<file path="config.mk">
export PLATFORM = sky130hd
export DESIGN_NAME = rhmpf_hash_unit
export DESIGN_NICKNAME = d
export VERILOG_FILES = /design/src/sv/rhmpf_pkg.sv /design/src/sv/rhmpf_hash_unit.sv
export SDC_FILE = /design/constraint.sdc
export NUM_CORES = 2
export LEC_CHECK = 0
export BUFFER_PORTS_ARGS = -buffer_cell sky130_fd_sc_hd__buf_2
export CAP_MARGIN = 15
export CORE_MARGIN = 5
export CORE_UTILIZATION = 40
export CTS_CLUSTER_DIAMETER = 150
export DETAILED_ROUTE_END_ITERATION = 8
export PLACE_DENSITY_LB_ADDON = 0.12
export SYNTH_ARGS = -nofsm -noshare
export SYNTH_HDL_FRONTEND = slang
export SYNTH_SLANG_ARGS = --single-unit
</file>
<file path="constraint.sdc">
create_clock -name i_clk -period 16.5 [get_ports i_clk]
set_input_delay 2.475 -clock i_clk [delete_from_list [all_inputs] [get_ports i_clk]]
set_output_delay 2.475 -clock i_clk [all_outputs]
set_load 0.03 [all_outputs]
</file>
<file path="src/sv/rhmpf_pkg.sv">
// ----------------------------------------------------------------------------
// Rolling hash filter package
// Shared payload types, action codes, register indexes and hash constants.
// ----------------------------------------------------------------------------
`timescale 1ns / 1ps
`default_nettype none

package rhmpf_pkg;

    localparam int CHAR_W = 8;
    localparam int SLOT_W = 6;
    localparam int HASH_W = 30;
    localparam int POS_W  = 32;
    localparam int WLEN_W = 6;

    // hash modulus; 2^30 folds to 35 modulo this value
    localparam logic [HASH_W-1:0] HASH_Q    = 30'd1073741789;
    localparam logic [HASH_W:0]   HASH_FOLD = (31'd1 << HASH_W) - {1'b0, HASH_Q};

    // configuration register indexes
    localparam int CFG_IDX_W = 1;
    localparam logic [CFG_IDX_W-1:0] REG_WORD_LENGTH    = 1'b0;
    localparam logic [CFG_IDX_W-1:0] REG_LEADING_WEIGHT = 1'b1;

    typedef enum logic [1:0] {
        ACT_START = 2'd0,
        ACT_CHAR  = 2'd1,
        ACT_LOAD  = 2'd2,
        ACT_CLEAR = 2'd3
    } t_action;

    typedef struct packed {
        t_action             action;
        logic [CHAR_W-1:0]   char_code;
        logic [SLOT_W-1:0]   slot_index;
        logic [HASH_W-1:0]   pattern_hash;
    } t_in;

    typedef struct packed {
        logic                hash_valid;
        logic [HASH_W-1:0]   window_hash;
        logic                hit;
        logic [SLOT_W-1:0]   hit_slot;
        logic [POS_W-1:0]    window_start;
    } t_out;

    typedef struct packed {
        logic [WLEN_W-1:0]   word_length;
        logic [HASH_W-1:0]   leading_weight;
    } t_cfg;

    // request travelling down the slot chain
    typedef struct packed {
        logic                vld;
        t_action             action;
        logic [SLOT_W-1:0]   slot_index;
        logic [HASH_W-1:0]   pattern_hash;
        logic                hash_valid;
        logic [HASH_W-1:0]   window_hash;
        logic                hit;
        logic [SLOT_W-1:0]   hit_slot;
        logic [POS_W-1:0]    window_start;
    } t_req;

    typedef enum logic [1:0] {
        S_IDLE   = 2'd0,
        S_MUL    = 2'd1,
        S_FOLD   = 2'd2,
        S_REDUCE = 2'd3
    } t_state;

endpackage

`default_nettype wire

</file>
<file path="src/sv/rhmpf_hash_unit.sv">
// ----------------------------------------------------------------------------
// Rolling hash front end
// Character window shift line, modular roll of the hash over three steps,
// position count, and issue of one request per item into the slot chain.
// ----------------------------------------------------------------------------
`timescale 1ns / 1ps
`default_nettype none

module rhmpf_hash_unit
    import rhmpf_pkg::*;
#(
    parameter int WINDOW_MAX = 32
) (
    input  wire logic i_clk,
    input  wire logic i_rst_n,
    input  wire logic i_in_valid,
    output logic      o_in_stall,
    input  wire t_in  i_in_data,
    input  wire t_cfg i_cfg,
    input  wire logic i_adv,
    output t_req      o_req
);

    localparam int IDX_W = $clog2(WINDOW_MAX);

    t_state r_state, n_state;
    t_req   r_req, n_req;
    logic [HASH_W-1:0] r_hash, n_hash;
    logic [POS_W-1:0]  r_cs, n_cs;

    logic [CHAR_W-1:0] r_win [WINDOW_MAX];
    logic [CHAR_W-1:0] r_char;
    logic [CHAR_W-1:0] r_leave;
    logic              r_full;
    logic              r_hv;
    logic [POS_W-1:0]  r_ws;
    logic [37:0]       r_prod;
    logic [HASH_W:0]   r_fold;

    logic              w_accept;
    logic              w_take_char;
    logic [6:0]        w_len;
    logic [IDX_W-1:0]  w_leave_idx;
    logic              w_sat;
    logic [POS_W-1:0]  w_cs_inc;
    logic              w_hv;
    logic [HASH_W-1:0] w_weight;
    logic [HASH_W-1:0] w_comp;
    logic [37:0]       w_prod;
    logic [38:0]       w_sum;
    logic [46:0]       w_shift;
    logic [HASH_W:0]   w_fold;
    logic [HASH_W:0]   w_red;
    logic [HASH_W-1:0] w_hnew;

    // effective window length 1..WINDOW_MAX
    assign w_len = (i_cfg.word_length == '0) ? 7'd1 :
                   ({1'b0, i_cfg.word_length} > 7'(WINDOW_MAX)) ? 7'(WINDOW_MAX) :
                   {1'b0, i_cfg.word_length};
    assign w_leave_idx = IDX_W'(w_len - 7'd1);

    assign w_sat    = (r_cs == '1);
    assign w_cs_inc = w_sat ? r_cs : r_cs + 32'd1;
    assign w_hv     = (w_cs_inc >= 32'(w_len));

    assign w_weight = (i_cfg.leading_weight >= HASH_Q) ? i_cfg.leading_weight - HASH_Q
                                                      : i_cfg.leading_weight;
    assign w_comp   = HASH_Q - w_weight;
    assign w_prod   = 38'(r_leave) * 38'(w_comp);

    // (h + p) * 256 + c, then fold the bits above 2^30 back in
    assign w_sum   = 39'(r_hash) + 39'(r_prod);
    assign w_shift = {w_sum, r_char};
    assign w_fold  = 31'(w_shift[46:HASH_W]) * HASH_FOLD + {1'b0, w_shift[HASH_W-1:0]};

    assign w_red  = (r_fold[HASH_W] ? HASH_FOLD : '0) + {1'b0, r_fold[HASH_W-1:0]};
    assign w_hnew = (w_red >= {1'b0, HASH_Q}) ? HASH_W'(w_red - {1'b0, HASH_Q})
                                              : w_red[HASH_W-1:0];

    assign o_in_stall  = (r_state != S_IDLE) || (r_req.vld && !i_adv);
    assign w_accept    = i_in_valid && !o_in_stall;
    assign w_take_char = w_accept && (i_in_data.action == ACT_CHAR);
    assign o_req       = r_req;

    always_comb begin
        n_state = r_state;
        n_req   = r_req;
        n_hash  = r_hash;
        n_cs    = r_cs;
        if (i_adv) begin
            n_req.vld = 1'b0;
        end
        unique case (r_state)
            S_IDLE: begin
                if (w_accept) begin
                    unique case (i_in_data.action) inside
                        ACT_CHAR: begin
                            n_cs    = w_cs_inc;
                            n_state = S_MUL;
                        end
                        ACT_START, ACT_LOAD, ACT_CLEAR: begin
                            if (i_in_data.action == ACT_START) begin
                                n_hash = '0;
                                n_cs   = '0;
                            end
                            n_req.vld          = 1'b1;
                            n_req.action       = i_in_data.action;
                            n_req.slot_index   = i_in_data.slot_index;
                            n_req.pattern_hash = i_in_data.pattern_hash;
                            n_req.hash_valid   = 1'b0;
                            n_req.window_hash  = (i_in_data.action == ACT_START) ? '0
                                                                                 : r_hash;
                            n_req.hit          = 1'b0;
                            n_req.hit_slot     = '0;
                            n_req.window_start = '0;
                        end
                    endcase
                end
            end
            S_MUL: begin
                n_state = S_FOLD;
            end
            S_FOLD: begin
                n_state = S_REDUCE;
            end
            S_REDUCE: begin
                n_hash             = w_hnew;
                n_req.vld          = 1'b1;
                n_req.action       = ACT_CHAR;
                n_req.slot_index   = '0;
                n_req.pattern_hash = '0;
                n_req.hash_valid   = r_hv;
                n_req.window_hash  = w_hnew;
                n_req.hit          = 1'b0;
                n_req.hit_slot     = '0;
                n_req.window_start = r_ws;
                n_state            = S_IDLE;
            end
            default: begin
                n_state = S_IDLE;
            end
        endcase
    end

    always_ff @(posedge i_clk) begin
        if (!i_rst_n) begin
            r_state   <= S_IDLE;
            r_req.vld <= 1'b0;
            r_hash    <= '0;
            r_cs      <= '0;
        end else begin
            r_state <= n_state;
            r_req   <= n_req;
            r_hash  <= n_hash;
            r_cs    <= n_cs;
        end
    end

    // window shift line and per-character working registers
    always_ff @(posedge i_clk) begin
        if (w_take_char) begin
            r_win[0] <= i_in_data.char_code;
            for (int k = 1; k < WINDOW_MAX; k++) begin
                r_win[k] <= r_win[k-1];
            end
            r_char  <= i_in_data.char_code;
            r_leave <= r_win[w_leave_idx];
            r_full  <= (r_cs >= 32'(w_len));
            r_hv    <= w_hv;
            r_ws    <= !w_hv ? '0 : (w_sat ? '1 : w_cs_inc - 32'(w_len));
        end
        if (r_state == S_MUL) begin
            r_prod <= r_full ? w_prod : '0;
        end
        if (r_state == S_FOLD) begin
            r_fold <= w_fold;
        end
    end

endmodule

`default_nettype wire

</file>
# ---- After elaboration in Yosys (flattened, before gate mapping)
# Memory sizes are Yosys's and may differ from the RTL's. A register that Yosys moved wholly into a read port is not among the register bits.
# Cells that the tools add are included.
dict set report word_totals {
  ff_bits 284
  mem_bits_rw 256
  input_bits 86
  out_inout_bits 110
  elab_cells 84
  mem_count 1
}
dict set report op_classes {
  addsub 9
  multipliers 2
  magnitude_cmp 5
  n_eq_ne 11
  mux 22
  n_reduce_logical 16
}
# name words word_bits rd rd_clocked_by_memory_dff write_ports line_no
set mem_list {}
lappend mem_list {r_win 32 8 32 1 32 rhmpf_hash_unit.sv:31} ;# logic [CHAR_W-1:0] r_win [WINDOW_MAX];
# cell n
set op_table {}
lappend op_table {{109-bit two-way mux} 2}
lappend op_table {{109-bit one-hot mux with 2 select lines} 1}
lappend op_table {{30-bit two-way mux} 5}
lappend op_table {{32-bit two-way mux} 3}
lappend op_table {{32-bit by 6-bit greater-or-equal comparator with 1-bit output} 2}
lappend op_table {{32-bit one-hot mux with 2 select lines} 1}
lappend op_table {{30-bit one-hot mux with 2 select lines} 1}
lappend op_table {{30-bit subtractor (second input constant)} 2}
lappend op_table {{30-bit by 38-bit adder with 39-bit output} 1}
lappend op_table {{8-bit by 30-bit multiplier with 38-bit output} 1}
lappend op_table {{32-bit by 1-bit adder with 32-bit output (second input constant)} 1}
lappend op_table {{32-bit equality test (second input constant)} 1}
lappend op_table {{32-bit by 6-bit subtractor with 32-bit output} 1}
lappend op_table {{23-bit by 30-bit adder with 31-bit output} 1}
lappend op_table {{6-bit by 30-bit adder with 31-bit output} 1}
lappend op_table {{31-bit by 30-bit greater-or-equal comparator with 1-bit output (second input constant)} 1}
lappend op_table {{30-bit greater-or-equal comparator (second input constant)} 1}
lappend op_table {{30-bit subtractor (first input constant)} 1}
lappend op_table {{17-bit by 6-bit multiplier with 23-bit output (second input constant)} 1}
lappend op_table {{6-bit two-way mux} 3}
lappend op_table {{2-bit equality test (second input constant)} 4}
lappend op_table {{2-bit one-hot mux with 4 select lines} 1}
lappend op_table {{6-bit > comparator (second input constant)} 1}
lappend op_table {{6-bit logical NOT} 1}
lappend op_table {{other kinds (15)} 27}

# ---- Logic depth before layout (Yosys ltp)
dict set report logic_depth {
  depth_word 8
  mapped_depth 32
  ltp_nobuf 31
}

# ---- Worst setup path after synthesis
# OpenSTA, ideal clock, no wires.
dict set report synth_timing {
  kind {input-to-reg}
  from {input port i_adv}
  to {register r_full (enable)}
  setup_time_ps 780
  arrival_time_ps 11412
  t_required_ps 15720
  slack_ps 4308
  cell_stages 6
  path_buffers 1
  cell_sequence {nand2b_1 -> nand3_1 -> nor2_1 -> nand2_1 -> inv_1 -> clkbuf_1}
}
dict set report synth_via {
  elab_chain_len 6
}
# element line_no
set synth_rtl {}
lappend synth_rtl {{start, declared} rhmpf_hash_unit.sv:20} ;# input wire logic i_adv,
lappend synth_rtl {{1-bit logical NOT} rhmpf_hash_unit.sv:80} ;# assign o_in_stall = (r_state != S_IDLE) || (r_req.vld && !i_adv);
lappend synth_rtl {{1-bit logical AND} rhmpf_hash_unit.sv:80}
lappend synth_rtl {{1-bit logical OR} rhmpf_hash_unit.sv:80}
lappend synth_rtl {{1-bit logical NOT} rhmpf_hash_unit.sv:81} ;# assign w_accept = i_in_valid && !o_in_stall;
lappend synth_rtl {{1-bit logical AND} rhmpf_hash_unit.sv:81}
lappend synth_rtl {{1-bit logical AND} rhmpf_hash_unit.sv:82} ;# assign w_take_char = w_accept && (i_in_data.action == ACT_CHAR);
lappend synth_rtl {{net w_take_char} rhmpf_hash_unit.sv:41} ;# logic w_take_char;
lappend synth_rtl {{end signal, assigned} rhmpf_hash_unit.sv:168} ;# r_full <= (r_cs >= 32'(w_len));
lappend synth_rtl {{end, declared} rhmpf_hash_unit.sv:34} ;# logic r_full;
# The timed path passes the listed nets, and every way through them passes these cells.
# A chain may end at the register's enable or synchronous reset.

# ---- Worst setup path in the final report
dict set report layout_timing {
  from {input port i_cfg[13] (netlist bit)}
  to {register r_prod[37] (data pin)}
}
dict set report layout_via {
  elab_chain_len 4
  elab_cells_between_ends 5
  cone_classes {2 x add/sub; 1 x mul; 1 x order compare; 1 x mux}
}
# element line_no
set layout_rtl {}
lappend layout_rtl {{start, declared} rhmpf_hash_unit.sv:19} ;# input wire t_cfg i_cfg,
lappend layout_rtl {{30-bit subtractor or 30-bit greater-or-equal comparator (tied branches)} rhmpf_hash_unit.sv:66} ;# assign w_weight = (i_cfg.leading_weight >= HASH_Q) ? i_cfg.leading_weight - HASH_Q
lappend layout_rtl {{30-bit two-way mux *} rhmpf_hash_unit.sv:66}
lappend layout_rtl {{30-bit subtractor *} rhmpf_hash_unit.sv:68} ;# assign w_comp = HASH_Q - w_weight;
lappend layout_rtl {{8-bit by 30-bit multiplier with 38-bit output *} rhmpf_hash_unit.sv:69} ;# assign w_prod = 38'(r_leave) * 38'(w_comp);
lappend layout_rtl {{end signal, assigned} rhmpf_hash_unit.sv:173} ;# r_prod <= r_full ? w_prod : '0;
lappend layout_rtl {{end, declared} rhmpf_hash_unit.sv:37} ;# logic [37:0] r_prod;
# Mark *: on every way between the ends. The rest lies on a longest branch, timed or not.

==> results.txt <==
The startpoint kind of the worst setup timing path is an input pin. Clock-pin slew was measured on the worst setup and hold paths at 0.06 ns. The remaining design rule violation count is 0. The number of instances on the worst hold path came out at 0. A synthesized cell averages 11.3 sq um. At the pin with the least slew margin, the transition time is 1.19 ns. The path with the worst hold slack has its endpoint at r_win[7][3]. Power spread over the standard cell area amounts to 182 nW/um^2.

In this run the worst hold path is classified as flop to flop. The final number of hold-violating endpoints is 0. The relative slew slack is 20.5%.

The minimum setup slack among reg-to-reg paths is 7.96 ns. The peak supply drop came out at 0.172 mV. The first global-routing pass estimated 141 mm of wire. The initial antenna violation count is 0. The sequential cell area fraction in the yosys report is 43.0%. By count the netlist is led by 468 x sky130_fd_sc_hd__edfxtp_1, 303 x sky130_fd_sc_hd__inv_1, 278 x sky130_fd_sc_hd__nand2_1, 201 x sky130_fd_sc_hd__fa_1, 184 x sky130_fd_sc_hd__and2_1. The HPWL reported at the end of detailed placement is 64.6 mm. For the worst flop-to-flop path, the logic depth is 25. By startpoint and endpoint, the worst setup path is classified as input pin to flop. The most frequently used cell type in the post-synthesis netlist is sky130_fd_sc_hd__edfxtp_1. The pin count of the biggest net entering global routing came out at 158. The largest single stage delay on the critical path is 0.82 ns. The number of flops mapped to enable cells by yosys came out at 468. Before antenna repair, the detailed router went through 5 iterations. The arrival time at the worst endpoint is 11.36 ns. The final cycle utilization of the critical path came out at 66.3%. The core region is 88500 sq um. The count of placed standard cells including taps came out at 4427. The die is 309 um tall. The instance area after placement came out at 37800 sq um.

The required time at the worst-slack endpoint came out at 16.93 ns. After synthesis, the share of flip-flops with an asynchronous set or reset is 0%. The aggregate routed wire length is 88.2 mm. After clock tree synthesis, the setup repair step added 0 buffers.

The initial standard-cell utilization of the core is 40.3%. The top-level I/O count is 196. The post-layout worst setup margin came out at 5.57 ns. The run finished with clean final reports. The clock latency reported for the late side of the worst-skew pair came out at 0.64 ns. The instance count of the mapped netlist is 3162.

For this block, the via count after detailed routing is 24300. The kind of end point of the critical path is a flop. sky130_fd_sc_hd__edfxtp_1 takes more of the synthesized area than any other cell. The average detailed-routed wire length per instance came out at 19.5 um. The aggregate global routing overflow came out at 0.

The area share of the largest cell type after synthesis is 39.4%. Setup repair after global routing left no endpoint under its margin. In this run the worst path has a maximum fanout of 9.

The H-tree generated during clock tree synthesis spans 2 levels. The most used flip-flop cell after synthesis is sky130_fd_sc_hd__edfxtp_1. The reported max-cap violation count came out at 0.

The hold buffer count at cts is 0. The highest achievable clock rate came out at 0.0915 GHz. The final-stage net count is 3785. The worst register-to-register path ends at r_fold[30]. The relative area change from synthesis to final layout came out at 11.3%.

The number of standard cells in the final layout excluding fillers came out at 4535. The shortest clock period the worst path allows after layout is 10.93 ns. The overall power after layout came out at 7.21 mW.

The number of vias per cell is 5.35. The number of failing setup endpoints in the final timing report came out at 0. After filler insertion, the fill cell instance count of the layout stands at 8189. The post-placement worst setup slack came out at 4.94 ns. In the final timing run, aggregate negative setup slack is 0 ns. The number of gates resized after cts came out at 0. The last weighted congestion value of the routability-driven placer came out at 0.904.

The cell area that synthesis handed to floorplanning was 35700 sq um. The count of standard-cell rows is 109. In this run, synthesis produced a sequential element count of 533.

CTS saw 533 sinks. The post-detailed-route count of antenna-violating nets came out at 0. Summing all multi-input logic gate instances after layout gives 18700 sq um. The startpoint identified for the worst hold timing path is r_win[6][3]. The startpoint identified for the worst register-to-register timing path is r_hash[6].

The number of global-route vias before repair came to 25000. TritonCTS built the clock tree. Tracing the worst setup path back leads to its startpoint at i_cfg[13]. By area the synthesized netlist is led by sky130_fd_sc_hd__edfxtp_1 39%, sky130_fd_sc_hd__fa_1 11%, sky130_fd_sc_hd__ha_1 6.1%.

The share of final-layout standard cells stronger than drive strength 1 is 12.9%. For this design the static power due to leakage is 15.7 nW. No sink is reached through more buffers than the 3 on the longest clock path. Counting stages on the worst path, the most repeated cell is sky130_fd_sc_hd__fa_1. The die covers 95300 sq um.

The global-route usage over all layers is 18.2%. The width of the die came out at 309 um. The clock skew after layout is 0.0630 ns.

The number of pins exceeding their max-slew limit in the final report is 0. For this block, the initial DRC count from the detailed router was 1643. Clock tree synthesis selected as its root buffer the cell sky130_fd_sc_hd__clkbuf_16. The register area is 15400 sq um.

The number of warning messages in the yosys log is 0. The number of clock buffers inserted by TritonCTS came out at 57. The count of input and output buffers came out at 188. The slowest library cell on the worst path is sky130_fd_sc_hd__a2111oi_0. The final instance area came out at 39700 sq um. In this run, distinct cell masters in the synthesized netlist total 100.
-- per-layer routing --
layer	wire (um)	track usage (%)
met1	42400	26.4
met2	40700	30.0
met3	3670	2.24
met4	1460	3.58
met5	0	0
-- worst max-delay path: cells and delay by family --
kind | cells | cell delay, ns
AO/OA/AOI/OAI | 10 | 3.72
multiplexers | 1 | 0.23
AND/OR/NAND/NOR | 6 | 1.49
buffers and inverters | 3 | 0.21
adder cells (fa/ha/maj) | 6 | 2.70
XOR/XNOR | 1 | 0.53
-- state kept, by name, indices dropped and copies added (netlist names) --
register	count
r_win	256
o_req	102
r_prod	38
r_cs	32
r_ws	32
r_fold	31
r_hash	30
r_leave	8
r_state	2
r_full	1
r_hv	1
-- placed cells by master, fill, tap and decap left out, types with 18 or more instances in the layout --
cell,n
sky130_fd_sc_hd__nor2b_1,120
sky130_fd_sc_hd__nor4_1,32
sky130_fd_sc_hd__dfxtp_1,65
sky130_fd_sc_hd__clkbuf_16,57
sky130_fd_sc_hd__nand2_1,278
sky130_fd_sc_hd__buf_2,188
sky130_fd_sc_hd__nand4_1,29
sky130_fd_sc_hd__edfxtp_1,468
sky130_fd_sc_hd__nand3_1,62
sky130_fd_sc_hd__inv_1,301
sky130_fd_sc_hd__ha_1,173
sky130_fd_sc_hd__xor2_1,71
sky130_fd_sc_hd__nor3_1,64
sky130_fd_sc_hd__clkbuf_1,20
sky130_fd_sc_hd__a21o_1,40
sky130_fd_sc_hd__nand2b_1,33
sky130_fd_sc_hd__a211oi_1,18
sky130_fd_sc_hd__o21ai_0,101
sky130_fd_sc_hd__xnor2_1,103
sky130_fd_sc_hd__a31oi_1,24
sky130_fd_sc_hd__a21oi_1,117
sky130_fd_sc_hd__and3_1,32
sky130_fd_sc_hd__mux4_2,80
sky130_fd_sc_hd__nor2_1,154
sky130_fd_sc_hd__and2_1,184
sky130_fd_sc_hd__buf_4,28
sky130_fd_sc_hd__o21a_1,20
sky130_fd_sc_hd__fa_1,201
-- cells by family after synthesis --
kind of cell / share of synthesized area (%)
AOI/OAI and AO/OA: 8.70
DFF: 43.0
buffers and inverters: 4.67
xor gates and xnor gates: 4.32
other: 0.0105
and+or+nand+nor: 16.0
muxes: 5.90
adders and majority gates: 17.4
-- power breakdown --
group          internal, mW  switching (mW)  total [mW]
logic                  1.65            2.40        4.05
registers              1.82          0.0885        1.91
clock network         0.714           0.536        1.25
-- per-stage QoR --
step                      util [%]  hold slack (ns)
after CTS                     44.8            0.413
after global routing          44.9            0.416
after global placement        42.8            0.427
after floorplan                  -            0.421
final                         44.9            0.421
after detailed placement      42.8            0.431
-- area by class of cell --
class,count,area share [%]
Multi-Input combinational cell,2209,47.2
Sequential cell,533,38.7
Clock buffer,79,3.85
Tap cell,1165,3.67
Timing Repair Buffer,217,2.97
Inverter,305,2.90
Clock inverter,26,0.788
Antenna cell,1,0.00630
-- worst max path at each step --
stage,endpoint,cells past startpoint,slack [ns]
finish,r_prod[37],27,5.57
global route,r_prod[37],27,4.92
CTS,r_prod[37],27,5.60
detailed placement,r_prod[37],27,4.94
global placement,r_prod[37],27,5.25
floorplan,r_full,6,4.31
No activity file was read; power rests on OpenSTA's default activity.
