==> config.mk <==
export PLATFORM = sky130hd
export DESIGN_NAME = rhmpf_slot_cell
export DESIGN_NICKNAME = d
export VERILOG_FILES = /design/src/sv/rhmpf_pkg.sv /design/src/sv/rhmpf_slot_cell.sv
export SDC_FILE = /design/constraint.sdc
export NUM_CORES = 1
export LEC_CHECK = 0
export BUFFER_PORTS_ARGS = -buffer_cell sky130_fd_sc_hd__buf_2
export CORE_ASPECT_RATIO = 1.2
export CORE_MARGIN = 2
export CORE_UTILIZATION = 46
export DETAILED_ROUTE_END_ITERATION = 8
export PLACE_DENSITY_LB_ADDON = 0.15
export REMOVE_ABC_BUFFERS = 1
export SKIP_LAST_GASP = 1
export SYNTH_ARGS = -nofsm -noshare
export SYNTH_HDL_FRONTEND = slang
export SYNTH_SLANG_ARGS = --single-unit
==> constraint.sdc <==
create_clock -name i_clk -period 5.5 [get_ports i_clk]
set_input_delay 0.275 -clock i_clk [delete_from_list [all_inputs] [get_ports i_clk]]
set_output_delay 0.275 -clock i_clk [all_outputs]
set_load 0.02 [all_outputs]
==> src/sv/rhmpf_pkg.sv <==
// ----------------------------------------------------------------------------
// Rolling hash filter package
// Shared payload types, action codes, register indexes and hash constants.
// ----------------------------------------------------------------------------
`timescale 1ns / 1ps
`default_nettype none

package rhmpf_pkg;

    localparam int CHAR_W = 8;
    localparam int SLOT_W = 6;
    localparam int HASH_W = 30;
    localparam int POS_W  = 32;
    localparam int WLEN_W = 6;

    // hash modulus; 2^30 folds to 35 modulo this value
    localparam logic [HASH_W-1:0] HASH_Q    = 30'd1073741789;
    localparam logic [HASH_W:0]   HASH_FOLD = (31'd1 << HASH_W) - {1'b0, HASH_Q};

    // configuration register indexes
    localparam int CFG_IDX_W = 1;
    localparam logic [CFG_IDX_W-1:0] REG_WORD_LENGTH    = 1'b0;
    localparam logic [CFG_IDX_W-1:0] REG_LEADING_WEIGHT = 1'b1;

    typedef enum logic [1:0] {
        ACT_START = 2'd0,
        ACT_CHAR  = 2'd1,
        ACT_LOAD  = 2'd2,
        ACT_CLEAR = 2'd3
    } t_action;

    typedef struct packed {
        t_action             action;
        logic [CHAR_W-1:0]   char_code;
        logic [SLOT_W-1:0]   slot_index;
        logic [HASH_W-1:0]   pattern_hash;
    } t_in;

    typedef struct packed {
        logic                hash_valid;
        logic [HASH_W-1:0]   window_hash;
        logic                hit;
        logic [SLOT_W-1:0]   hit_slot;
        logic [POS_W-1:0]    window_start;
    } t_out;

    typedef struct packed {
        logic [WLEN_W-1:0]   word_length;
        logic [HASH_W-1:0]   leading_weight;
    } t_cfg;

    // request travelling down the slot chain
    typedef struct packed {
        logic                vld;
        t_action             action;
        logic [SLOT_W-1:0]   slot_index;
        logic [HASH_W-1:0]   pattern_hash;
        logic                hash_valid;
        logic [HASH_W-1:0]   window_hash;
        logic                hit;
        logic [SLOT_W-1:0]   hit_slot;
        logic [POS_W-1:0]    window_start;
    } t_req;

    typedef enum logic [1:0] {
        S_IDLE   = 2'd0,
        S_MUL    = 2'd1,
        S_FOLD   = 2'd2,
        S_REDUCE = 2'd3
    } t_state;

endpackage

`default_nettype wire

==> src/sv/rhmpf_slot_cell.sv <==
// ----------------------------------------------------------------------------
// Pattern slot cell
// Holds one pattern hash and its valid bit; checks each passing request
// and hands it to the next cell.
// ----------------------------------------------------------------------------
`timescale 1ns / 1ps
`default_nettype none

module rhmpf_slot_cell
    import rhmpf_pkg::*;
#(
    parameter int SLOT_INDEX = 0
) (
    input  wire logic i_clk,
    input  wire logic i_rst_n,
    input  wire logic i_adv,
    input  wire t_req i_req,
    output t_req      o_req
);

    localparam logic [31:0]       SLOT_ID  = 32'(SLOT_INDEX);
    localparam logic [SLOT_W-1:0] SLOT_TAG = SLOT_W'(SLOT_INDEX);

    t_req              r_req, n_req;
    logic              r_slot_vld;
    logic [HASH_W-1:0] r_slot_hash;
    logic              w_mine;

    assign w_mine = (32'(i_req.slot_index) == SLOT_ID);
    assign o_req  = r_req;

    // earlier cells win, so only a request without a hit is marked
    always_comb begin
        n_req = i_req;
        if (i_req.vld && (i_req.action == ACT_CHAR) && i_req.hash_valid && !i_req.hit
                && r_slot_vld && (r_slot_hash == i_req.window_hash)) begin
            n_req.hit      = 1'b1;
            n_req.hit_slot = SLOT_TAG;
        end
    end

    always_ff @(posedge i_clk) begin
        if (!i_rst_n) begin
            r_req.vld  <= 1'b0;
            r_slot_vld <= 1'b0;
        end else if (i_adv) begin
            r_req <= n_req;
            if (i_req.vld && (i_req.action == ACT_LOAD) && w_mine) begin
                r_slot_vld <= 1'b1;
            end else if (i_req.vld && (i_req.action == ACT_CLEAR)) begin
                r_slot_vld <= 1'b0;
            end
        end
    end

    always_ff @(posedge i_clk) begin
        if (i_adv && i_req.vld && (i_req.action == ACT_LOAD) && w_mine) begin
            r_slot_hash <= i_req.pattern_hash;
        end
    end

endmodule

`default_nettype wire

# After elaboration in Yosys (flattened, before gate mapping)
# Index checks and enable logic that the tools add are counted.
dict set report op_classes {
  reduce_logical 16
  eq_ne 4
  n_mux 2
}
# operator count
set op_table {}
lappend op_table {{equality test 30 bit} 1}
lappend op_table {{logical AND 1 bit} 11}
lappend op_table {{zero test 6 bit} 1}
lappend op_table {{equality test 2 bit (second input constant)} 2}
lappend op_table {{AND reduction 2 bit} 2}
lappend op_table {{equality test 2 x 1 -> 1 bit (second input constant)} 1}
lappend op_table {{2-to-1 mux 1 bit} 2}
lappend op_table {{nonzero test 2 bit} 1}
lappend op_table {{zero test 1 bit} 1}
dict set report totals {
  register_bits 140
  wordCells 33
  out_inout_bits 109
  in_bits 112
}

# Longest topological paths before layout
# Gate-level depths: netlist of run 1.
dict set report logic_depth {
  depth_word 6
  mapped_depth 4
  depth_no_buf 4
}

# Worst setup path after synthesis of run 1
# OpenSTA, ideal clock, no wires.
dict set report synth_path {
  path_kind {in2reg}
  startpoint {input i_req[101] (netlist bit)}
  endpoint {register r_slot_hash[0] (enable)}
  path_buffers 0
  t_required_ns 5.001
  setup_ns 0.499
  setup_slack_ns 1.453
  arrival_time_ns 3.548
  stages 3
  path_cell_list {nor4_1 > nand2_1 > nor4_1}
}
dict set report synth_between {
  elab_chain_cells 2
}
# item line_no
set synth_rtl {}
lappend synth_rtl {{from (decl)} rhmpf_slot_cell.sv:17} ;# input wire t_req i_req,
lappend synth_rtl {{zero test 6 bit} rhmpf_slot_cell.sv:29} ;# assign w_mine = (32'(i_req.slot_index) == SLOT_ID);
lappend synth_rtl {{logical AND 1 bit} rhmpf_slot_cell.sv:57} ;# if (i_adv && i_req.vld && (i_req.action == ACT_LOAD) && w_mine) begin
lappend synth_rtl {{to (signal assigned)} rhmpf_slot_cell.sv:58} ;# r_slot_hash <= i_req.pattern_hash;
lappend synth_rtl {{to (decl)} rhmpf_slot_cell.sv:26} ;# logic [HASH_W-1:0] r_slot_hash;
# Every way passes these cells.
# A chain may end at the register's enable or synchronous reset.

# Worst setup path after layout of run 1
dict set report layout_path {
  startpoint {register r_slot_hash[16]}
  endpoint {register r_req (netlist bit o_req[37]), data pin}
}
dict set report layout_between {
  elab_chain_cells 2
}
# item line_no
set layout_rtl {}
lappend layout_rtl {{equality test 30 bit} rhmpf_slot_cell.sv:36} ;# && r_slot_vld && (r_slot_hash == i_req.window_hash)) begin
lappend layout_rtl {{logical AND 1 bit} rhmpf_slot_cell.sv:36}
lappend layout_rtl {{to (signal assigned)} rhmpf_slot_cell.sv:47} ;# r_req <= n_req;
lappend layout_rtl {{to (decl)} rhmpf_slot_cell.sv:24} ;# t_req r_req, n_req;
# Every way passes these cells.

==> results.md, run 1 <==
* Status: complete, no violations
* Layout Utilization at 66.28%
* CTS Hold Bufs at 0
* Area growth syn-to-layout at 41.75%
* Max incr delay on CP at 830 ps
* Post-synth EDFFs at 138
* Register bit count reported by yosys at 140
* Clock transition at path regs at 60 ps
* DP Cell Count at 546
* Final Cell Area at 6601 um2
* Post-synth cell types at 17
* Die X at 95.85 um
* Final HPWL DP at 6960 um
* Max clock buf depth at 2
* Top cells by area, synth: edfxtp_1, xnor2_1, a21boi_0
* Clk root buf: clkbuf_16
* Post-DP Area at 5939 um2
* Lkg Pwr at 2.622 nW
* Pwr/cell area at 408.6 nW/um2
* Post-synth ARST share at 0%
* Syn Area/Cell at 23.52 um2
* Synth cell count leaders: edfxtp_1, xnor2_1, a21boi_0, nand4_1, nor4_1
* Largest family of logic cells by synthesized area: XOR/XNOR gates
* TNS Setup at 0 ps
* Leading area contributor after synthesis: edfxtp_1
* Data required, critical path at 5580 ps
* Element type at the critical path end: flop
* Worst ir drop on vdd at 0.2365 mV
* CTS Buf Count at 17
* Top_reg_cell synth: edfxtp_1
* RR Startpoint: r_slot_hash[16]
* Unrepaired setup endpoints after global routing: false
* WHS Path Cells at 1
* Crit Path Max Fanout at 7
* Gr ovfl total at 0
* First-pass GRT wire length at 13470 um
* R2R Path End: o_req[37]
* DRC viols at 0
* All-Layer GR Usage at 17.28%
* Final setup vio count at 0
* Post-synthesis compound-gate area fraction at 1.451%
* R2R cell count at 4
* Worst min path class: input port to flop
* RD Place Congestion at 0.7538
* Vias per inst at 4.554
* Final hold vios at 0
* Worst skew pair latency at 400 ps
* Non-filler cells, final at 581
* Top cell type's share of synthesized area at 88.98%
* Vias in the first global route at 2645
* Number of nets in the layout at 551
* Crit path time final at 2098 ps
* Sequential share of the synthesized area at 89.84%
* WP data arrival at 2180 ps
* GR Util met3 at 10.99%
* Clock Skew at 7.763 ps
* Rel. slew slack at 37.13%
* Final Hold Slack at 47.73 ps
* CP Cell Sequence: xnor2_1, nand4_1, nor4_1, a21boi_0
* # port buffers at 220
* Max frequency at 476.7 MHz
* Num Clock Sinks at 140
* Grt peak-use layer: met2
* CP max-delay cell: nor4_1
* Routed Antenna Nets at 0
* Max Cap Viol at 0
* M2 GR Usage at 28.34%
* H-tree depth at 4
* Row cnt at 40
* Buf/Inv on CP at 0
* Top Ports at 221
* Slew @ Worst Pin at 934.5 ps
* Period utilization at 38.14%
* Initial Util at 46.76%
* Average wire per standard cell at 16.15 um
* CORE AREA at 9960 um2
* Xor/xnor cell area share of the yosys netlist at 5.642%
* Detailed-route wire length at 9384 um
* Post-synthesis adder-cell area fraction at 0%
* DR iter-0 viols at 140
* Hold Startpoint: i_req[4]
* Synthesized area at 4657 um2
* Synth Area in Simple Gates at 2.848%
* Reg2Reg Setup Slack at 3400 ps
* Most common cell in the netlist: edfxtp_1
* Post-synthesis mux area share at 0.2149%
* Crit Path Class: flop to flop
* Setup bufs post-CTS at 0
* Worst Hold Path EP: o_req[4]
* Crit path launch type: flop
* DRT Pass-1 Iters at 4
* Max-slew violations at 0
* Initial antenna violation count at 4
* PostCTS Resize Cnt at 0
* GRT met1 Usage at 17.54%
* Via Count at 2646
* Largest net degree at the start of global routing at 76
* CTS tree: built
* Die H at 114.2 um
* Delay-heaviest family, CP: simple AND/OR/NAND/NOR gates
* Die ar. at 10950 um2
* Count of warnings emitted by yosys at 0
* Mapped Cells at 198
* Share of layout cells above drive strength 1 at 56.19%
-- registers in the layout, summed over array words and instances, names as in the netlist --
register	flops
o_req	109
r_slot_hash	30
r_slot_vld	1
-- layer usage --
layer	routed length (um)	share of wire [%]	up-vias
li1	-	-	1276
met1	3266	35	1201
met2	4680	50	155
met3	1310	14	12
met4	120	1.3	2
met5	7	0.075	-
-- logic make-up (layout without fill, tap and decap cells) --
group	Yosys count	in the layout
buffers and inverters	0	254
xor gates and xnor gates	30	30
other	0	3
DFF	140	140
and+or+nand+nor	18	18
AOI/OAI and AO/OA	9	9
muxes	1	1
-- where the power goes --
group	switching, mW	internal [mW]
registers	0.0120	1.24
logic	0.130	0.0732
clock network	0.398	0.848
-- cell usage in the layout (no fill, tap or decap), drive strengths merged, types with 2 or more instances in the layout --
cell / Yosys / final
buf: 0 / 222
edfxtp: 138 / 138
xnor2: 28 / 28
clkbuf: 0 / 20
nand4: 7 / 7
a21boi: 7 / 7
bufinv: 0 / 6
nor4: 4 / 4
diode: 0 / 3
clkinv: 0 / 3
nand2: 2 / 2
xor2: 2 / 2
clkinvlp: 0 / 2
dfxtp: 2 / 2
-- worst max path at each step --
stage | from | depth (start not counted) | slack [ps] | endpoint
6_report | r_slot_hash[16] | 4 | 3400 | o_req[37]
4_1_cts | r_slot_hash[11] | 4 | 3420 | o_req[37]
3_3_place_gp | i_adv | 3 | 3450 | o_req[62]
5_1_grt | r_slot_hash[16] | 4 | 3170 | o_req[36]
2_1_floorplan | i_req[101] | 3 | 1450 | r_slot_hash[0]
3_5_place_dp | i_req[68] | 5 | 3420 | o_req[37]
-- layout make-up --
type	count	area [um2]
fill	731	3358
clock inverter	12	217.7
sequential	140	4184
multi-input combinational	58	481.7
tap	126	157.7
antenna	3	7.507
timing repair buffer	222	1116
clock buffer	20	436.7
-- metrics by stage --
stage | total power [mW] | setup WS (ps)
floorplan | 1.372 | 1453
global placement | 1.473 | 3449
detailed placement | 1.476 | 3416
CTS | 2.726 | 3419
global route | 2.787 | 3166
finish | 2.697 | 3402
Note: power is estimated with default switching activity, not from simulation.
==> run 2: changes to the inputs <==
--- a/config.mk
+++ b/config.mk
@@ -5,10 +5,11 @@
 export SDC_FILE = /design/constraint.sdc
 export NUM_CORES = 1
 export LEC_CHECK = 0
+export ABC_AREA = 1
 export BUFFER_PORTS_ARGS = -buffer_cell sky130_fd_sc_hd__buf_2
 export CORE_ASPECT_RATIO = 1.2
 export CORE_MARGIN = 2
-export CORE_UTILIZATION = 46
+export CORE_UTILIZATION = 42
 export DETAILED_ROUTE_END_ITERATION = 8
 export PLACE_DENSITY_LB_ADDON = 0.15
 export REMOVE_ABC_BUFFERS = 1
==> constraint.sdc (replaced) <==
create_clock -name i_clk -period 1.9 [get_ports i_clk]
set_input_delay 0.095 -clock i_clk [delete_from_list [all_inputs] [get_ports i_clk]]
set_output_delay 0.095 -clock i_clk [all_outputs]
set_load 0.02 [all_outputs]
==> results.md, run 2 <==
* Status: complete, no violations
* Hold Startpoint: i_req[38]
* Max incr delay on CP at 410 ps
* H-tree depth at 4
* Most frequent cells in the layout: buf_2, edfxtp_1, dlygate4sd3_1
* Data required, critical path at 2060 ps
* Post-synth EDFFs at 138
* Max-slew violations at 0
* Top cells by area, synth: edfxtp_1, nand2_1, inv_1
* Top Ports at 221
* Die ar. at 12730 um2
* Crit Path Max Fanout at 6
* Synth cell count leaders: edfxtp_1, nand2_1, inv_1
* Detailed-route wire length at 11640 um
* Number of nets in the layout at 804
* WP data arrival at 1650 ps
* Syn Area/Cell at 14.55 um2
* Vias per inst at 4.249
* Slew @ Worst Pin at 585.1 ps
* CORE AREA at 11570 um2
* Setup bufs post-CTS at 0
* Routed Antenna Nets at 0
* Row cnt at 43
* Via Count at 3663
* Period utilization at 78.77%
* Final setup vio count at 0
* # fillers at 786
* Pwr Total at 7.706 mW
* Clk root buf: clkbuf_16
* Unrepaired setup endpoints after global routing: false
* Sequential share of the synthesized area at 84.10%
* Num Clock Sinks at 140
* Most common cell in the netlist: edfxtp_1
* Top cell type's share of synthesized area at 83.30%
* Gr ovfl total at 0
* Top_reg_cell synth: edfxtp_1
* Clock transition at path regs at 60 ps
* Crit Path Class: flop to flop
* Synthesized area at 4975 um2
* Worst skew pair latency at 410 ps
* Final HPWL DP at 7289 um
* CTS tree: built
* Rel. slew slack at 60.99%
* Element type at the critical path end: flop
* Leading area contributor after synthesis: edfxtp_1
* Max frequency at 668.1 MHz
* DR iter-0 viols at 113
* CP max-delay cell: edfxtp_1
* Crit path time final at 1497 ps
* Vias in the first global route at 3668
* Die H at 123.2 um
* Pre-CTS setup slack at 363.8 ps
* RD Place Congestion at 0.7050
* Count of warnings emitted by yosys at 0
* RR Startpoint: r_slot_hash[9]
* Initial Util at 43.01%
* Share of layout cells above drive strength 1 at 36.31%
* Register bit count reported by yosys at 140
* Final hold vios at 0
* Commonest non-fill, non-tap cell in the layout: buf_2
* Average wire per standard cell at 13.50 um
* Die X at 103.4 um
* Lkg Pwr at 3.577 nW
* Mapped Cells at 342
* Max Cap Viol at 0
* DRC viols at 0
* Final WS setup at 403.3 ps
* CP Cell Sequence: nand2_1, nand2_1, nor2_1, nand2_1, nor2_1, nand2_1, nor2_4, nor2_1
* CTS Buf Count at 17
* Post-synth ARST share at 0%
* CP Launch Point: r_slot_hash[9]
* Critical path's most frequent cell: nand2_1
* Post-synth cell types at 13
* Max clock buf depth at 2
* Worst ir drop on vdd at 0.5663 mV
* Number of flip-flops in the largest register at 109
* Pwr/cell area at 961.5 nW/um2
* # port buffers at 220
* All-Layer GR Usage at 18.38%
* Clock Skew at 6.328 ps
* Initial antenna violation count at 0
* DRT Pass-1 Iters at 4
* Sequential cell area at 4184 um2
* Layout Utilization at 69.28%
* Area growth syn-to-layout at 61.09%
* Crit path launch type: flop
* Largest net degree at the start of global routing at 109
* Worst min path class: input port to flop
* Multi-input logic area at 566.8 um2
* Diodes inserted at 0
* First-pass GRT wire length at 17170 um
## run 2: cell types whose count changed after synthesis, moves of 2 or more
cell      before  now
a21boi_0       7    0
inv_1          0   62
nand2_1        2   85
nand4_1        7    0
nor2_1         0   46
nor4_1         3    0
o21ai_0        0    2
xnor2_1       28    0
## run 2: layout make-up
| cell class | count | area share (%) |
|---|---|---|
| clock inverters | 14 | 2.123 |
| repair buffers | 331 | 27.85 |
| well taps | 157 | 2.451 |
| flip-flops and latches | 140 | 52.21 |
| clock buffers | 18 | 5.355 |
| inverters | 62 | 2.935 |
| multi-input cells | 140 | 7.073 |
## run 2: worst paths after layout
kind | to | slack, ps | depth (start not counted)
max | o_req[33] | 400 | 8
min | o_req[38] | 20 | 2
max reg2reg | o_req[33] | 400 | 8
min reg2reg | r_slot_vld | 610 | 4
## run 2: per-layer routing
layer | vias to the layer above | global-route usage [%] | routed length [um]
li1 | 1835 | - | -
met1 | 1667 | 19.96 | 4558
met2 | 145 | 32.74 | 6132
met3 | 16 | 5.314 | 768
met4 | 0 | 8.224 | 180
met5 | - | 0 | 0
## run 2: logic make-up (layout without fill, tap and decap cells)
family | after synthesis | count (layout) | share of synthesized area, %
buffers and inverters | 62 | 425 | 4.678
AO/OA/AOI/OAI | 5 | 5 | 0.5785
XOR/XNOR | 1 | 1 | 0.1761
flip-flops | 140 | 140 | 84.10
AND/OR/NAND/NOR | 134 | 134 | 10.46
## run 2: metrics by stage
step	instance area [um2]	cells	setup TNS, ps	hold slack, ps
after floorplan	4975	342	-99860	193.9
after global placement	6324	721	0	271.6
after detailed placement	6324	721	0	273.4
after CTS	8014	862	0	2.266
after global routing	8014	862	0	8.568
final	8014	862	0	19.81
## run 2: power by group
group	total (mW)	internal (mW)	switching (mW)
clock network	3.30	2.07	1.24
registers	3.61	3.57	0.0365
logic	0.792	0.357	0.435
total	7.71	6.00	1.71
## run 2: what timing repair did
action                                 in CTS  in global routing
gates resized for setup                     0                  0
hold buffers                              109                  0
endpoints found under the hold margin     138                  0
## run 2: worst max-delay path: cells and delay by family (launching register included)
family           cells  cell delay (ps)
DFF                  1              410
and+or+nand+nor      8              830
==> run 3: changes to the inputs <==
--- a/config.mk
+++ b/config.mk
@@ -5,11 +5,11 @@
 export SDC_FILE = /design/constraint.sdc
 export NUM_CORES = 1
 export LEC_CHECK = 0
-export ABC_AREA = 1
+export ABC_AREA = 0
 export BUFFER_PORTS_ARGS = -buffer_cell sky130_fd_sc_hd__buf_2
 export CORE_ASPECT_RATIO = 1.2
 export CORE_MARGIN = 2
-export CORE_UTILIZATION = 42
+export CORE_UTILIZATION = 46
 export DETAILED_ROUTE_END_ITERATION = 8
 export PLACE_DENSITY_LB_ADDON = 0.15
 export REMOVE_ABC_BUFFERS = 1
==> constraint.sdc (replaced) <==
create_clock -name i_clk -period 1.5 [get_ports i_clk]
set_input_delay 0.075 -clock i_clk [delete_from_list [all_inputs] [get_ports i_clk]]
set_output_delay 0.075 -clock i_clk [all_outputs]
set_load 0.02 [all_outputs]
==> results.md, run 3 (synthesis results as in run 1) <==
* Max Cap Viol at 0
* Die H at 114.2 um
* TNS Setup at -1343 ps
* Final setup vio count at 7
* Period utilization at 114.3%
* Number of nets in the layout at 660
* Number of flip-flops in the largest register at 109
* Initial Util at 46.76%
* Die ar. at 10950 um2
* Top Layer Used: met5
* Max clock buf depth at 2
* Failing checks: negative setup slack
* Met3 Routed Length at 1299 um
* Layout Utilization at 76.42%
* H-tree depth at 4
* Largest net degree at the start of global routing at 59
* Num Clock Sinks at 140
* RR Startpoint: r_slot_hash[19]
* Final WS setup at -214.4 ps
* Via Count at 3153
* Commonest non-fill, non-tap cell in the layout: buf_2
* CTS tree: built
* Die X at 95.85 um
* Rel. slew slack at 72.40%
* WHS Path Cells at 2
* Reg2Reg Setup Slack at -210 ps
* Max-slew violations at 0
* Clk root buf: clkbuf_16
* Metal2 WL at 5976 um
* Final hold vios at 0
* Worst Hold Path EP: o_req[35]
* Element type at the critical path end: flop
* Vias in the first global route at 3323
* RD Place Congestion at 0.7732
* DR iter-0 viols at 154
* Gr ovfl total at 0
* Status: finished with violations
* Area growth syn-to-layout at 63.43%
* Vias per inst at 4.583
* R2R Path End: o_req[33]
* Setup bufs post-CTS at 0
* CORE AREA at 9960 um2
* Routed Antenna Nets at 0
* M1 WL at 3906 um
* Detailed-route wire length at 11400 um
* Worst ir drop on vdd at 0.8095 mV
* Worst min path class: input port to flop
* Worst skew pair latency at 400 ps
* Row cnt at 40
* Data required, critical path at 1630 ps
* Pwr Total at 9.459 mW
* First-pass GRT wire length at 16320 um
* R2R cell count at 4
* Initial antenna violation count at 2
* Max frequency at 583.3 MHz
* Lkg Pwr at 3.044 nW
* Clock Skew at 5.299 ps
* Clock transition at path regs at 60 ps
* Final HPWL DP at 7160 um
* All-Layer GR Usage at 20.93%
* DRC viols at 0
* Final Hold Slack at 27.89 ps
* CTS Buf Count at 17
* Pwr/cell area at 1243 nW/um2
* DRT Pass-1 Iters at 4
* Top Ports at 221
* Average wire per standard cell at 16.57 um
* CP Cell Sequence: xor2_1, or4_4, nor4_4, a21boi_0
* Hold Startpoint: i_req[35]
* Most frequent cells in the layout: buf_2, edfxtp_1, dlygate4sd3_1
* PostCTS Resize Cnt at 0
* Unrepaired setup endpoints after global routing: true
* Crit path launch type: flop
* Max incr delay on CP at 490 ps
* Crit Path Class: flop to flop
* CP max-delay cell: or4_4
* Crit Path Max Fanout at 7
* Crit path time final at 1714 ps
* Share of layout cells above drive strength 1 at 46.61%
* Slew @ Worst Pin at 410.6 ps
* WP data arrival at 1850 ps
* # port buffers at 220
-- run 3: cell count changes in the layout (fill, tap and decap cells not counted), sizes merged, moves of 28 or more --
cell / previous run / this run
nor2: 47 / 0
xnor2: 0 / 28
nand2: 85 / 2
inv: 64 / 0
-- run 3: power breakdown --
group	leakage [nW]	internal [mW]	switching [mW]	total, mW
Sequential	1.30	4.53	0.0495	4.58
Combinational	1.48	0.458	0.530	0.988
Clock	0.263	2.40	1.49	3.89
-- run 3: final cells by class --
cell class,count,area [um2]
antenna,2,5.005
clock buffer,17,425.4
clock inverter,14,130.1
fill,589,2349
multi-input combinational,58,481.7
sequential,140,4184
tap,126,157.7
timing repair buffer,331,2227
-- run 3: critical path: cells and delay by family, from the launching register on --
kind | cells | cell delay [ps]
xor+xnor | 1 | 150
simple gates | 2 | 750
flops | 1 | 370
compound gates | 1 | 160
-- run 3: worst max-delay path by stage --
stage	startpoint	to	slack, ps	cells after the start
2_1_floorplan	i_req[101]	r_slot_hash[0]	-2350	3
3_3_place_gp	r_slot_hash[19]	o_req[37]	-240	4
3_5_place_dp	r_slot_hash[19]	o_req[33]	-300	4
4_1_cts	r_slot_hash[19]	o_req[33]	-230	4
5_1_grt	r_slot_hash[19]	o_req[32]	-300	4
6_report	r_slot_hash[19]	o_req[33]	-210	4
-- run 3: what timing repair did --
action	in CTS	in global routing
setup endpoints to repair	7	7
pin swaps	1	0
hold buffers	102	0
hold endpoints to repair	133	0
-- run 3: routing by layer --
layer  vias to the layer above  track usage [%]
li1                       1499                -
met1                      1455            20.85
met2                       176            36.74
met3                        21            10.07
met4                         2            8.571
met5                         -                0
-- run 3: through the flow --
step           worst slack [ps]  area [um2]  std cells
6_report                 -214.4        7611        688
5_1_grt                  -298.3        7606        686
4_1_cts                  -229.1        7606        686
3_5_place_dp             -296.2        6030        553
3_3_place_gp             -238.7        6030        553
2_1_floorplan             -2347        4657        198
